--- src/sv/lbbc_pkg.sv ---
// Shared types and codes of the LRU block buffer cache.
// No dependencies.
`default_nettype none

package lbbc_pkg;

    localparam int CMD_W    = 2;
    localparam int DEV_W    = 8;
    localparam int BLK_W    = 32;
    localparam int ENTRY_W  = 4;
    localparam int STATUS_W = 2;
    localparam int IDX_W    = 6;
    localparam int OP_W     = 3;

    localparam logic [CMD_W-1:0] CMD_ACQUIRE = 2'd0;
    localparam logic [CMD_W-1:0] CMD_RELEASE = 2'd1;
    localparam logic [CMD_W-1:0] CMD_WBACK   = 2'd2;

    localparam logic [STATUS_W-1:0] STAT_GRANTED = 2'd0;
    localparam logic [STATUS_W-1:0] STAT_BUSY    = 2'd1;
    localparam logic [STATUS_W-1:0] STAT_NOFREE  = 2'd2;
    localparam logic [STATUS_W-1:0] STAT_ACK     = 2'd3;

    localparam logic [OP_W-1:0] OP_NONE    = 3'd0;
    localparam logic [OP_W-1:0] OP_GRANT   = 3'd1;
    localparam logic [OP_W-1:0] OP_LOAD    = 3'd2;
    localparam logic [OP_W-1:0] OP_RELEASE = 3'd3;
    localparam logic [OP_W-1:0] OP_WBACK   = 3'd4;

    typedef struct packed {
        logic [DEV_W-1:0]   device;
        logic [BLK_W-1:0]   block_number;
        logic [ENTRY_W-1:0] entry;
    } t_key;

    typedef struct packed {
        logic             any_match;
        logic             free_found;
        logic [IDX_W-1:0] free_idx;
        logic [IDX_W-1:0] free_rank;
        logic             free_valid;
        logic             victim_found;
        logic [IDX_W-1:0] victim_idx;
        logic [IDX_W-1:0] victim_rank;
        logic             sel_found;
        logic [IDX_W-1:0] sel_rank;
    } t_scan;

    typedef struct packed {
        logic [OP_W-1:0]  op;
        logic [IDX_W-1:0] idx;
        logic [IDX_W-1:0] rank_ref;
    } t_upd;

endpackage

`default_nettype wire

--- src/sv/lbbc_cell.sv ---
// One buffer entry: tag, valid, busy and recency rank, plus one scan stage.
// Depends on lbbc_pkg.
`default_nettype none

module lbbc_cell import lbbc_pkg::*; #(
    parameter int ENTRIES = 16,
    parameter int INDEX   = 0
) (
    input  wire   i_clk,
    input  wire   i_rst_n,
    input  t_key  i_key,
    input  t_upd  i_upd,
    input  t_scan i_scan,
    output t_scan o_scan
);

    localparam int IW = $clog2(ENTRIES);
    localparam logic [IDX_W-1:0] SELF = IDX_W'(INDEX);

    logic [DEV_W-1:0] r_dev, n_dev;
    logic [BLK_W-1:0] r_blk, n_blk;
    logic             r_valid, n_valid;
    logic             r_busy, n_busy;
    logic [IW-1:0]    r_rank, n_rank;
    t_scan            r_scan, n_scan;

    logic             w_match;
    logic [IDX_W-1:0] w_rank;
    logic             w_self;

    assign w_match = (r_dev == i_key.device) && (r_blk == i_key.block_number);
    assign w_rank  = IDX_W'(r_rank);
    assign w_self  = (i_upd.idx == SELF);

    always_comb begin
        n_scan = i_scan;
        if (w_match) begin
            n_scan.any_match = 1'b1;
            if (!r_busy && (!i_scan.free_found || w_rank < i_scan.free_rank)) begin
                n_scan.free_found = 1'b1;
                n_scan.free_idx   = SELF;
                n_scan.free_rank  = w_rank;
                n_scan.free_valid = r_valid;
            end
        end
        if (!r_busy && (!i_scan.victim_found || w_rank > i_scan.victim_rank)) begin
            n_scan.victim_found = 1'b1;
            n_scan.victim_idx   = SELF;
            n_scan.victim_rank  = w_rank;
        end
        if (IDX_W'(i_key.entry) == SELF) begin
            n_scan.sel_found = 1'b1;
            n_scan.sel_rank  = w_rank;
        end
    end

    always_comb begin
        n_dev   = r_dev;
        n_blk   = r_blk;
        n_valid = r_valid;
        n_busy  = r_busy;
        n_rank  = r_rank;
        case (i_upd.op)
            OP_GRANT: begin
                if (w_self) begin
                    n_busy  = 1'b1;
                    n_valid = 1'b1;
                end
            end
            OP_LOAD: begin
                if (w_self) begin
                    n_busy  = 1'b1;
                    n_valid = 1'b1;
                    n_dev   = i_key.device;
                    n_blk   = i_key.block_number;
                end
            end
            OP_RELEASE: begin
                if (w_self) begin
                    n_busy = 1'b0;
                    n_rank = '0;
                end else if (w_rank < i_upd.rank_ref) begin
                    n_rank = r_rank + 1'b1;
                end
            end
            OP_WBACK: begin
                if (w_self) begin
                    n_valid = 1'b1;
                    n_busy  = 1'b0;
                end
            end
            default: begin
            end
        endcase
    end

    always_ff @(posedge i_clk) begin
        if (!i_rst_n) begin
            r_dev   <= '0;
            r_blk   <= '0;
            r_valid <= 1'b0;
            r_busy  <= 1'b0;
            r_rank  <= IW'(INDEX);
        end else begin
            r_dev   <= n_dev;
            r_blk   <= n_blk;
            r_valid <= n_valid;
            r_busy  <= n_busy;
            r_rank  <= n_rank;
        end
    end

    always_ff @(posedge i_clk) begin
        r_scan <= n_scan;
    end

    assign o_scan = r_scan;

endmodule

`default_nettype wire

--- config.mk ---
export PLATFORM = sky130hd
export DESIGN_NAME = lbbc_cell
export DESIGN_NICKNAME = d
export VERILOG_FILES = /design/src/sv/lbbc_pkg.sv /design/src/sv/lbbc_cell.sv
export SDC_FILE = /design/constraint.sdc
export NUM_CORES = 1
export LEC_CHECK = 0
export ABC_AREA = 1
export BUFFER_PORTS_ARGS = -buffer_cell sky130_fd_sc_hd__buf_2
export CAP_MARGIN = 20
export CORE_MARGIN = 2
export CORE_UTILIZATION = 43
export DETAILED_ROUTE_END_ITERATION = 12
export PLACE_DENSITY = 0.69
export SLEW_MARGIN = 10
export SYNTH_ARGS = -nofsm -noshare
export SYNTH_HDL_FRONTEND = slang
export SYNTH_SLANG_ARGS = --single-unit
--- constraint.sdc ---
create_clock -name i_clk -period 3 [get_ports i_clk]
set_clock_uncertainty 0.2 [all_clocks]
set_input_delay 0.45 -clock i_clk [delete_from_list [all_inputs] [get_ports i_clk]]
set_output_delay 0.45 -clock i_clk [all_outputs]
set_load 0.02 [all_outputs]
==> results of run 1 <==
[cells in the mapped netlist]
cell type    n
xor2_1       5
buf_4        1
inv_2        5
dfxtp_1     81
buf_6        4
or2_2        2
a21boi_0     2
ha_1        11
xnor2_1     11
nand3_4      1
nand3_1     24
o21ai_1      5
nand4_4      2
o21ai_0     48
clkbuf_1     8
nand4_1      1
nor2_1      66
buf_1        1
nor2_8       1
a21boi_1     5
nor3_1       3
inv_1       99
buf_2        2
nand2_1    183
a21oi_1     36
nor4_1       2
nand2_2      2
nor2_4       2
a31oi_1      1
nor2_2       8
or2_1        1
[per-stage QoR]
step	power, mW	hold slack (ps)	cells
3_5_place_dp	1.45	254	867
4_1_cts	2.26	59.6	883
3_3_place_gp	1.45	245	867
2_1_floorplan	1.32	236	623
6_report	2.24	73.0	883
5_1_grt	2.36	64.5	883
[area by class of cell]
type / instances / area [µm²] / share of cell area
sequential: 81 / 1620 / 0.319
timing repair buffer: 131 / 658 / 0.129
clock inverter: 7 / 77.6 / 0.0152
inverter: 104 / 390 / 0.0767
multi-input combinational: 422 / 2050 / 0.404
clock buffer: 9 / 124 / 0.0243
tap: 129 / 161 / 0.0317
[cell families (layout without fill, tap and decap cells)]
family / after synthesis / after routing / synth area share
adders and majority gates: 11 / 11 / 0.0331
DFF: 81 / 81 / 0.390
AOI/OAI and AO/OA: 97 / 97 / 0.121
and+or+nand+nor: 298 / 298 / 0.306
xor gates and xnor gates: 16 / 16 / 0.0337
buffers and inverters: 120 / 251 / 0.117
[worst register-to-register path, cell delays in order (launching register included)]
cell and delay (ps):
dfxtp_1 540, ha_1 300, nand2_1 60, inv_1 30, nand2_1 50, nand2_1 50
nand2_1 330, nand2_1 220, nand2_1 110, nand2_1 50, nand2_1 70, nand2_1 50
[registers in the layout (all words and copies together) (netlist names)]
register and cells:
o_scan 35, r_blk 32, r_dev 8, r_rank 4, r_busy 1, r_valid 1
[placed cells by master, fill, tap and decap left out, types with 8 or more instances in the layout]
master,Yosys,routed
nand2_1,183,183
nor2_1,66,66
o21ai_0,48,48
dfxtp_1,81,81
a21oi_1,36,36
buf_2,2,130
ha_1,11,11
nor2_2,8,8
xnor2_1,11,11
nand3_1,24,24
inv_1,99,99
clkbuf_8,0,9
[power groups by stage]
stage / sequential [mW] / combinational [mW] / clock [mW]
floorplan: 1.18 / 0.137 / 0
detailed placement: 1.15 / 0.307 / 0
global placement: 1.14 / 0.300 / 0
global route: 1.12 / 0.348 / 0.883
finish: 1.12 / 0.306 / 0.810
CTS: 1.12 / 0.308 / 0.836
[metal layers]
metal | GRT usage | share of wire | wire [µm] | vias to the layer above
met2 | 0.323 | 0.46 | 4340 | 113
met5 | 0 | 0 | 0 | -
li1 | - | - | - | 2165
met1 | 0.221 | 0.46 | 4300 | 1734
met3 | 0.0404 | 0.063 | 592 | 13
met4 | 0.0564 | 0.016 | 154 | 0
[worst min-delay path by stage]
stage,startpoint,endpoint,slack (ps),cells after the start
2_1_floorplan,r_blk[19],r_blk[19],240,2
3_3_place_gp,r_dev[6],r_dev[6],240,2
3_5_place_dp,r_blk[19],r_blk[19],250,2
4_1_cts,i_scan[34],o_scan[34],60,3
5_1_grt,i_scan[34],o_scan[34],60,3
6_report,i_scan[34],o_scan[34],70,3
==> flow_summary.ini, run 1 <==
[run_status]
status = finished, final reports clean

[cts]
cts_root_buffer = clkbuf_8
cts.path.max_buffers = 2
numCtsBuffers = 9
cts_tree = yes
clock_latency_ps = 340
cts-hold-fix-buffers = 0
cts_resized = 0
clk_pin_slew_ps = 90
cts_setup_buffers = 0
htree_levels = 3
clock_sinks = 81

[critical_path]
cp_top_family = simple AND/OR/NAND/NOR gates
r2r_setup_slack_ps = 840
cp_num_cells = 11
crit_arrival_ps = 2200
path_max_fanout = 13
r2r_end = o_scan[20]
reg2reg_depth = 11
crit_slowest_cell = dfxtp_1
crit_top_cell = nand2_1
endpoint = o_scan[20]
critPathLaunch = r_rank[2]
r2r_start = r_rank[2]
cp.buffers_inverters = 1
startpoint_type = register
critPathRequiredTime_ps = 3050
cp-end-kind = register
path_cells = ha_1 -> nand2_1 -> inv_1 -> nand2_1 -> nand2_1 -> nand2_1 -> nand2_1 -> nand2_1 -> nand2_1 -> nand2_1 -> nand2_1
max_stage_delay_ps = 540
critPathKind = register to register

[grt]
grt_pass1_vias = 3631
grt_pass1_wl_um = 15400
grt_usage = 0.182
grt_overflow = 0
antenna_found_initial = 1
grt_max_degree = 46

[drt]
drc = 0
ant_nets = 0
drt_wl_total_um = 9380
vias = 4025
drt_iter0_drc = 126
dr.pass1.iters = 4
routedWlPerCell_um = 10.6
vias_per_cell = 4.56

[synthesis]
syn_area_um2 = 4160
ys_warn_count = 0
ys_seq_elements = 81
syn_inst = 623
synth.avg_cell_area_um2 = 6.68
synth_area_leaders = dfxtp_1 (39%), nand2_1 (17%), inv_1 (8.9%)
yosysTopAreaCellShare = 0.390
yosysTopAreaCell = dfxtp_1
synth_nets = 730
synth_cell_types = 31
synth.yosys.seq_area_share = 0.390

[timing]
slew_headroom = 0.520
tightest_slew_ps = 719
finalWorstSetupSlack_ps = 844
slew_viol_final = 0
period_minus_slack_ps = 2160
tns_ps = 0
rsz0062_at_grt = no
setup_violations = 0
fmax_mhz = 464
final.period_utilization = 0.719
final_hold_viol_count = 0

[floorplan]
start_util = 0.446
die-area_um2 = 10500
row_count = 35
fp.coreArea_um2 = 9330
die_w_um = 102
io_pins = 131
die_h_um = 102

[cells_and_area]
final_layout_size_suffix_gt1_frac = 0.225
diodes = 0
fin_util = 0.545
nFillCells = 922
nets = 856
final_area_um2 = 5090
area_growth_pct = 22.2

[power]
power.switching_uw = 611
internal_power_mw = 1.63
vdd_ir_drop_max_mv = 0.273
power_switching_share = 0.273
seqPwrFrac = 0.501
p_leak_nw = 2.67
powerDensity_nw_per_um2 = 440
pwr-share-clk = 0.362
share_comb_of_total_power = 0.137

[placement]
dp_slack_ps = 718
place_area_um2 = 4890
gp_congestion = 0.830
portBuffers = 130
dp_hpwl_um = 7210

[worst_hold_path]
worstHoldPathType = primary input to register

[flow_run]
max-cap-violations = 0
No activity file was read; power rests on OpenSTA's default activity.
==> run 2: changes to the inputs <==
--- a/config.mk
+++ b/config.mk
@@ -11,7 +11,7 @@
 export CORE_MARGIN = 2
 export CORE_UTILIZATION = 43
 export DETAILED_ROUTE_END_ITERATION = 12
-export PLACE_DENSITY = 0.69
+export PLACE_DENSITY = 0.72
 export SLEW_MARGIN = 10
 export SYNTH_ARGS = -nofsm -noshare
 export SYNTH_HDL_FRONTEND = slang
==> constraint.sdc (replaced) <==
create_clock -name i_clk -period 1.7 [get_ports i_clk]
set_clock_uncertainty 0.2 [all_clocks]
set_input_delay 0.255 -clock i_clk [delete_from_list [all_inputs] [get_ports i_clk]]
set_output_delay 0.255 -clock i_clk [all_outputs]
set_load 0.02 [all_outputs]
==> run 2 against run 1 <==
Against the previous run: total power is 98% higher; setup slack got worse by 830 ps; sequential share of layout area decreased by 4.6 points; design area is 18% higher; register-to-register slack worse by 830 ps; die area unchanged; routed wire length grew 23%; non-clock buffer count is 68 higher; via count grew 11%; clock power increased by 110%.
==> flow_summary.ini, run 2 (synthesized netlist as in run 1, its figures left out) <==
[run_status]
status = finished, final reports clean

[grt]
grt_pass1_wl_um = 18200
grt_pass1_vias = 4315
antenna_found_initial = 0
grt_overflow = 0
grt_usage = 0.219
grt_max_degree = 43

[timing]
tns_ps = 0
rsz0062_at_grt = yes
period_minus_slack_ps = 1680
fmax_mhz = 594
slew_headroom = 0.642
setup_violations = 0
final_hold_viol_count = 0
slew_viol_final = 0
tightest_slew_ps = 533
final.period_utilization = 0.990

[drt]
routed.top_layer = met4
dr.pass1.iters = 4
vias = 4453
vias_per_cell = 4.68
drc = 0
dr_wl_met3_um = 867
drt_iter0_drc = 141
drt_wl_total_um = 11600
wl_met2_um = 5810
ant_nets = 0
drt-met1-wl_um = 4670
routedWlPerCell_um = 12.2

[critical_path]
path_max_fanout = 8
crit_top_cell = nand2_1
cp.buffers_inverters = 2
startpoint_type = register
cp_top_family = simple AND/OR/NAND/NOR gates
crit_arrival_ps = 1730
r2r_setup_slack_ps = 20
critPathLaunch = r_rank[1]
r2r_end = o_scan[9]
path_cells = ha_4 -> inv_1 -> nor2_1 -> o21ai_1 -> nand2_1 -> nand3_1 -> nand2_1 -> nand2_2 -> buf_6 -> nand2_1 -> o21ai_1
reg2reg_depth = 11
critPathRequiredTime_ps = 1740
r2r_start = r_rank[1]
critPathKind = register to register
cp-end-kind = register
crit_slowest_cell = dfxtp_4
max_stage_delay_ps = 380

[worst_hold_path]
min_from = i_key[20]
hold_path_end = r_blk[16]
whs_path_depth = 3
worstHoldPathType = primary input to register

[cells_and_area]
final_layout_size_suffix_gt1_frac = 0.308
final_area_um2 = 6030
finalNonFillerCells = 951
nFillCells = 796
diodes = 0
nets = 925
largest_reg_flops = 35
final_common_cell = nand2_1
area_growth_pct = 44.8
final_cell_mix = nand2_1 (163), buf_2 (130), inv_1 (91)
fin_util = 0.646

[floorplan]
die_w_um = 102
die-area_um2 = 10500
start_util = 0.446
io_pins = 131
die_h_um = 102
fp.coreArea_um2 = 9330
row_count = 35

[power]
power_mw = 4.42
vdd_ir_drop_max_mv = 0.410
powerDensity_nw_per_um2 = 734
p_leak_nw = 3.02

[placement]
place_area_um2 = 5080
portBuffers = 130
dp_hpwl_um = 7710
dp.cells = 887
gp_congestion = 0.794

[cts]
clock_sinks = 81
numCtsBuffers = 9
cts_root_buffer = clkbuf_8
cts_tree = yes
htree_levels = 3
clock_latency_ps = 360
clk_pin_slew_ps = 80
cts.path.max_buffers = 2

[flow_run]
max-cap-violations = 0
[run 2: cell count changes in the layout (fill, tap and decap cells not counted), sizes merged]
cell,change
buf,+22
bufinv,+2
clkinv,-3
dlygate4sd3,+46
nand3,+1
[run 2: cell type report]
cell class | count | area, µm² | area share
multi-input cells | 423 | 2250 | 0.374
inverters | 104 | 390 | 0.0648
clock inverters | 6 | 115 | 0.0191
repair buffers | 199 | 1340 | 0.222
flip-flops and latches | 81 | 1650 | 0.273
clock buffers | 9 | 124 | 0.0206
well taps | 129 | 161 | 0.0268
[run 2: stage by stage]
step	worst slack [ps]	hold slack, ps
2_1_floorplan	20.3	147
3_3_place_gp	-24.6	243
3_5_place_dp	-86.7	241
4_1_cts	-0.412	0.0417
5_1_grt	-111	28.1
6_report	17.8	6.38
[run 2: repair_timing]
item | 4_1_cts | 5_1_grt
pin swaps | 0 | 24
gates resized for setup | 7 | 70
setup buffers | 0 | 2
cloned | 0 | 1
setup endpoints to repair | 26 | 32
hold buffers | 46 | 0
endpoints found under the hold margin | 44 | 0
[run 2: tightest hold or removal path: stages]
cell,delay [ps]
buf_2,110
o21ai_0,90
nor2_1,70
[run 2: worst max path at each step]
| stage | to | slack (ps) | depth (start not counted) |
|---|---|---|---|
| 3_3_place_gp | o_scan[7] | -20 | 10 |
| 5_1_grt | o_scan[9] | -110 | 10 |
| 4_1_cts | o_scan[22] | -0.4 | 11 |
| 6_report | o_scan[9] | 20 | 11 |
| 3_5_place_dp | o_scan[8] | -90 | 9 |
| 2_1_floorplan | o_scan[19] | 20 | 10 |
[run 2: layer usage]
layer  GRT usage  vias to the layer above
met5           0                        -
met4      0.0728                        0
met3      0.0663                       18
met2       0.407                      162
met1       0.235                     1970
li1            -                     2303
[run 2: report_power, final]
part | total, mW | internal [mW] | leakage (nW) | switching, mW
clock | 1.73 | 0.979 | 0.116 | 0.755
combinational | 0.714 | 0.337 | 2.23 | 0.377
sequential | 1.97 | 1.95 | 0.672 | 0.0236
total | 4.42 | 3.27 | 3.02 | 1.16
==> run 3: changes to the inputs <==
--- a/config.mk
+++ b/config.mk
@@ -6,12 +6,12 @@
 export NUM_CORES = 1
 export LEC_CHECK = 0
 export ABC_AREA = 1
-export BUFFER_PORTS_ARGS = -buffer_cell sky130_fd_sc_hd__buf_2
 export CAP_MARGIN = 20
 export CORE_MARGIN = 2
 export CORE_UTILIZATION = 43
 export DETAILED_ROUTE_END_ITERATION = 12
-export PLACE_DENSITY = 0.72
+export DONT_BUFFER_PORTS = 1
+export PLACE_DENSITY = 0.6
 export SLEW_MARGIN = 10
 export SYNTH_ARGS = -nofsm -noshare
 export SYNTH_HDL_FRONTEND = slang
==> run 3 against run 2 <==
Against the previous run: the flow now finishes with violations (negative setup slack); hold slack improved by 19 ps; combinational power shrank 27%; largest power group unchanged; routed wire length decreased by 7.2%; maximum frequency fell by 3.2%; first-iteration DRC count fell by 36%; total power decreased by 9.3%; die area stayed put; cell count decreased by 11%; clock-buffer cell count increased by 1.
==> flow_summary.ini, run 3 (synthesized netlist as in run 1, its figures left out) <==
[critical_path]
cp-end-kind = register
critPathKind = register to register
crit_arrival_ps = 1770
endpoint = o_scan[19]
path_max_fanout = 9
critPathLaunch = r_rank[2]
r2r_start = r_rank[2]
startpoint_type = register
reg2reg_depth = 11
r2r_end = o_scan[19]
critPathRequiredTime_ps = 1740
r2r_setup_slack_ps = -40

[cts]
cts.path.max_buffers = 2
cts_tree = yes
numCtsBuffers = 9
htree_levels = 3
clock_latency_ps = 340
clock_sinks = 81
clk_pin_slew_ps = 90
cts_root_buffer = clkbuf_8

[drt]
routedWlPerCell_um = 12.6
dr.pass1.iters = 4
drt_wl_total_um = 10700
drc = 0
ant_nets = 0
vias = 4077
drt_iter0_drc = 90
vias_per_cell = 4.79

[cells_and_area]
final_layout_size_suffix_gt1_frac = 0.166
nets = 824
register_area_um2 = 1650
final_area_um2 = 5670
multi_input_area_um2 = 2260
largest_reg_flops = 35
nFillCells = 811
diodes = 0
area_growth_pct = 36.2
final_cell_mix = nand2_1 (162), inv_1 (94), dlygate4sd3_1 (79)
final_common_cell = nand2_1

[timing]
rsz0062_at_grt = yes
finalWorstSetupSlack_ps = -37.9
slew_headroom = 0.623
slew_viol_final = 0
period_minus_slack_ps = 1740
holdWs_ps = 25.2
tightest_slew_ps = 563
final.period_utilization = 1.02
final_hold_viol_count = 0
setup_violations = 3
fmax_mhz = 575

[floorplan]
fp.coreArea_um2 = 9330
start_util = 0.446
io_pins = 131
die-area_um2 = 10500
die_h_um = 102
row_count = 35
die_w_um = 102

[power]
powerDensity_nw_per_um2 = 707
p_leak_nw = 2.63
vdd_ir_drop_max_mv = 0.348
power_mw = 4.01

[grt]
grt_pass1_vias = 3714
antenna_found_initial = 0
grt_max_degree = 69
grt_pass1_wl_um = 16300
grt_usage = 0.195
grt_overflow = 0

[placement]
place_area_um2 = 4360
dp_hpwl_um = 6980
gp_congestion = 0.781
portBuffers = 0

[run_status]
violations = negative setup slack
status = finished with violations

[flow_run]
max-cap-violations = 0

[worst_hold_path]
worstHoldPathType = primary input to register
run 3: changes by cell type in the layout (fill, tap and decap cells not counted), moves of 4 or more:
cell | previous run | this run
inv_2 | 13 | 9
buf_4 | 16 | 10
dlygate4sd3_1 | 46 | 79
buf_2 | 130 | 0
run 3: cell type report:
cell class	instances	area share
clock inverters	6	0.0119
clock buffers	10	0.0243
repair buffers	98	0.175
multi-input cells	423	0.399
well taps	129	0.0285
inverters	104	0.0702
flip-flops and latches	81	0.291
run 3: report_power, final:
group / internal [mW] / switching [mW] / leakage [nW]
logic: 0.278 / 0.242 / 1.86
clock network: 0.721 / 0.726 / 0.0985
registers: 1.95 / 0.0917 / 0.674
run 3: through the flow:
| stage | setup TNS [ps] | instances | utilization | setup slack [ps] |
|---|---|---|---|---|
| 2_1_floorplan | 0 | 623 | - | 20.3 |
| 3_3_place_gp | -20.5 | 750 | 0.468 | -18.6 |
| 3_5_place_dp | -148 | 750 | 0.468 | -33.4 |
| 4_1_cts | -12.2 | 845 | 0.578 | -12.2 |
| 5_1_grt | -2010 | 851 | 0.608 | -119 |
| 6_report | -45.4 | 851 | 0.608 | -37.9 |
run 3: worst min path at each step:
stage | cells after the start | from | slack [ps] | to
floorplan | 2 | i_scan[34] | 150 | o_scan[34]
global placement | 1 | i_scan[19] | 160 | o_scan[19]
detailed placement | 2 | i_scan[34] | 160 | o_scan[34]
CTS | 1 | i_scan[19] | -200 | o_scan[19]
global route | 3 | i_key[2] | 40 | o_scan[2]
finish | 3 | i_key[2] | 30 | o_scan[3]
run 3: critical path, stage by stage (launching register included):
cell     delay, ps
dfxtp_4        380
ha_4           240
nand2_2         70
inv_2           30
o21ai_1         70
nand2_1         60
nand3_1         60
nand2_1         60
nand2_2         80
buf_6          130
inv_8           40
or2_1          190
run 3: what timing repair did:
item,4_1_cts,5_1_grt
endpoints found under the hold margin,81,2
buffers inserted,1,3
pin swaps,0,30
gates cloned,0,1
hold buffers,78,2
endpoints found under the setup margin,11,31
resized for setup,7,76
run 3: layer usage:
layer,share of wire,wire [µm],GRT usage
met1,0.43,4570,0.219
met3,0.068,727,0.0499
met4,0.015,161,0.0636
met2,0.49,5270,0.359
met5,0,0,0
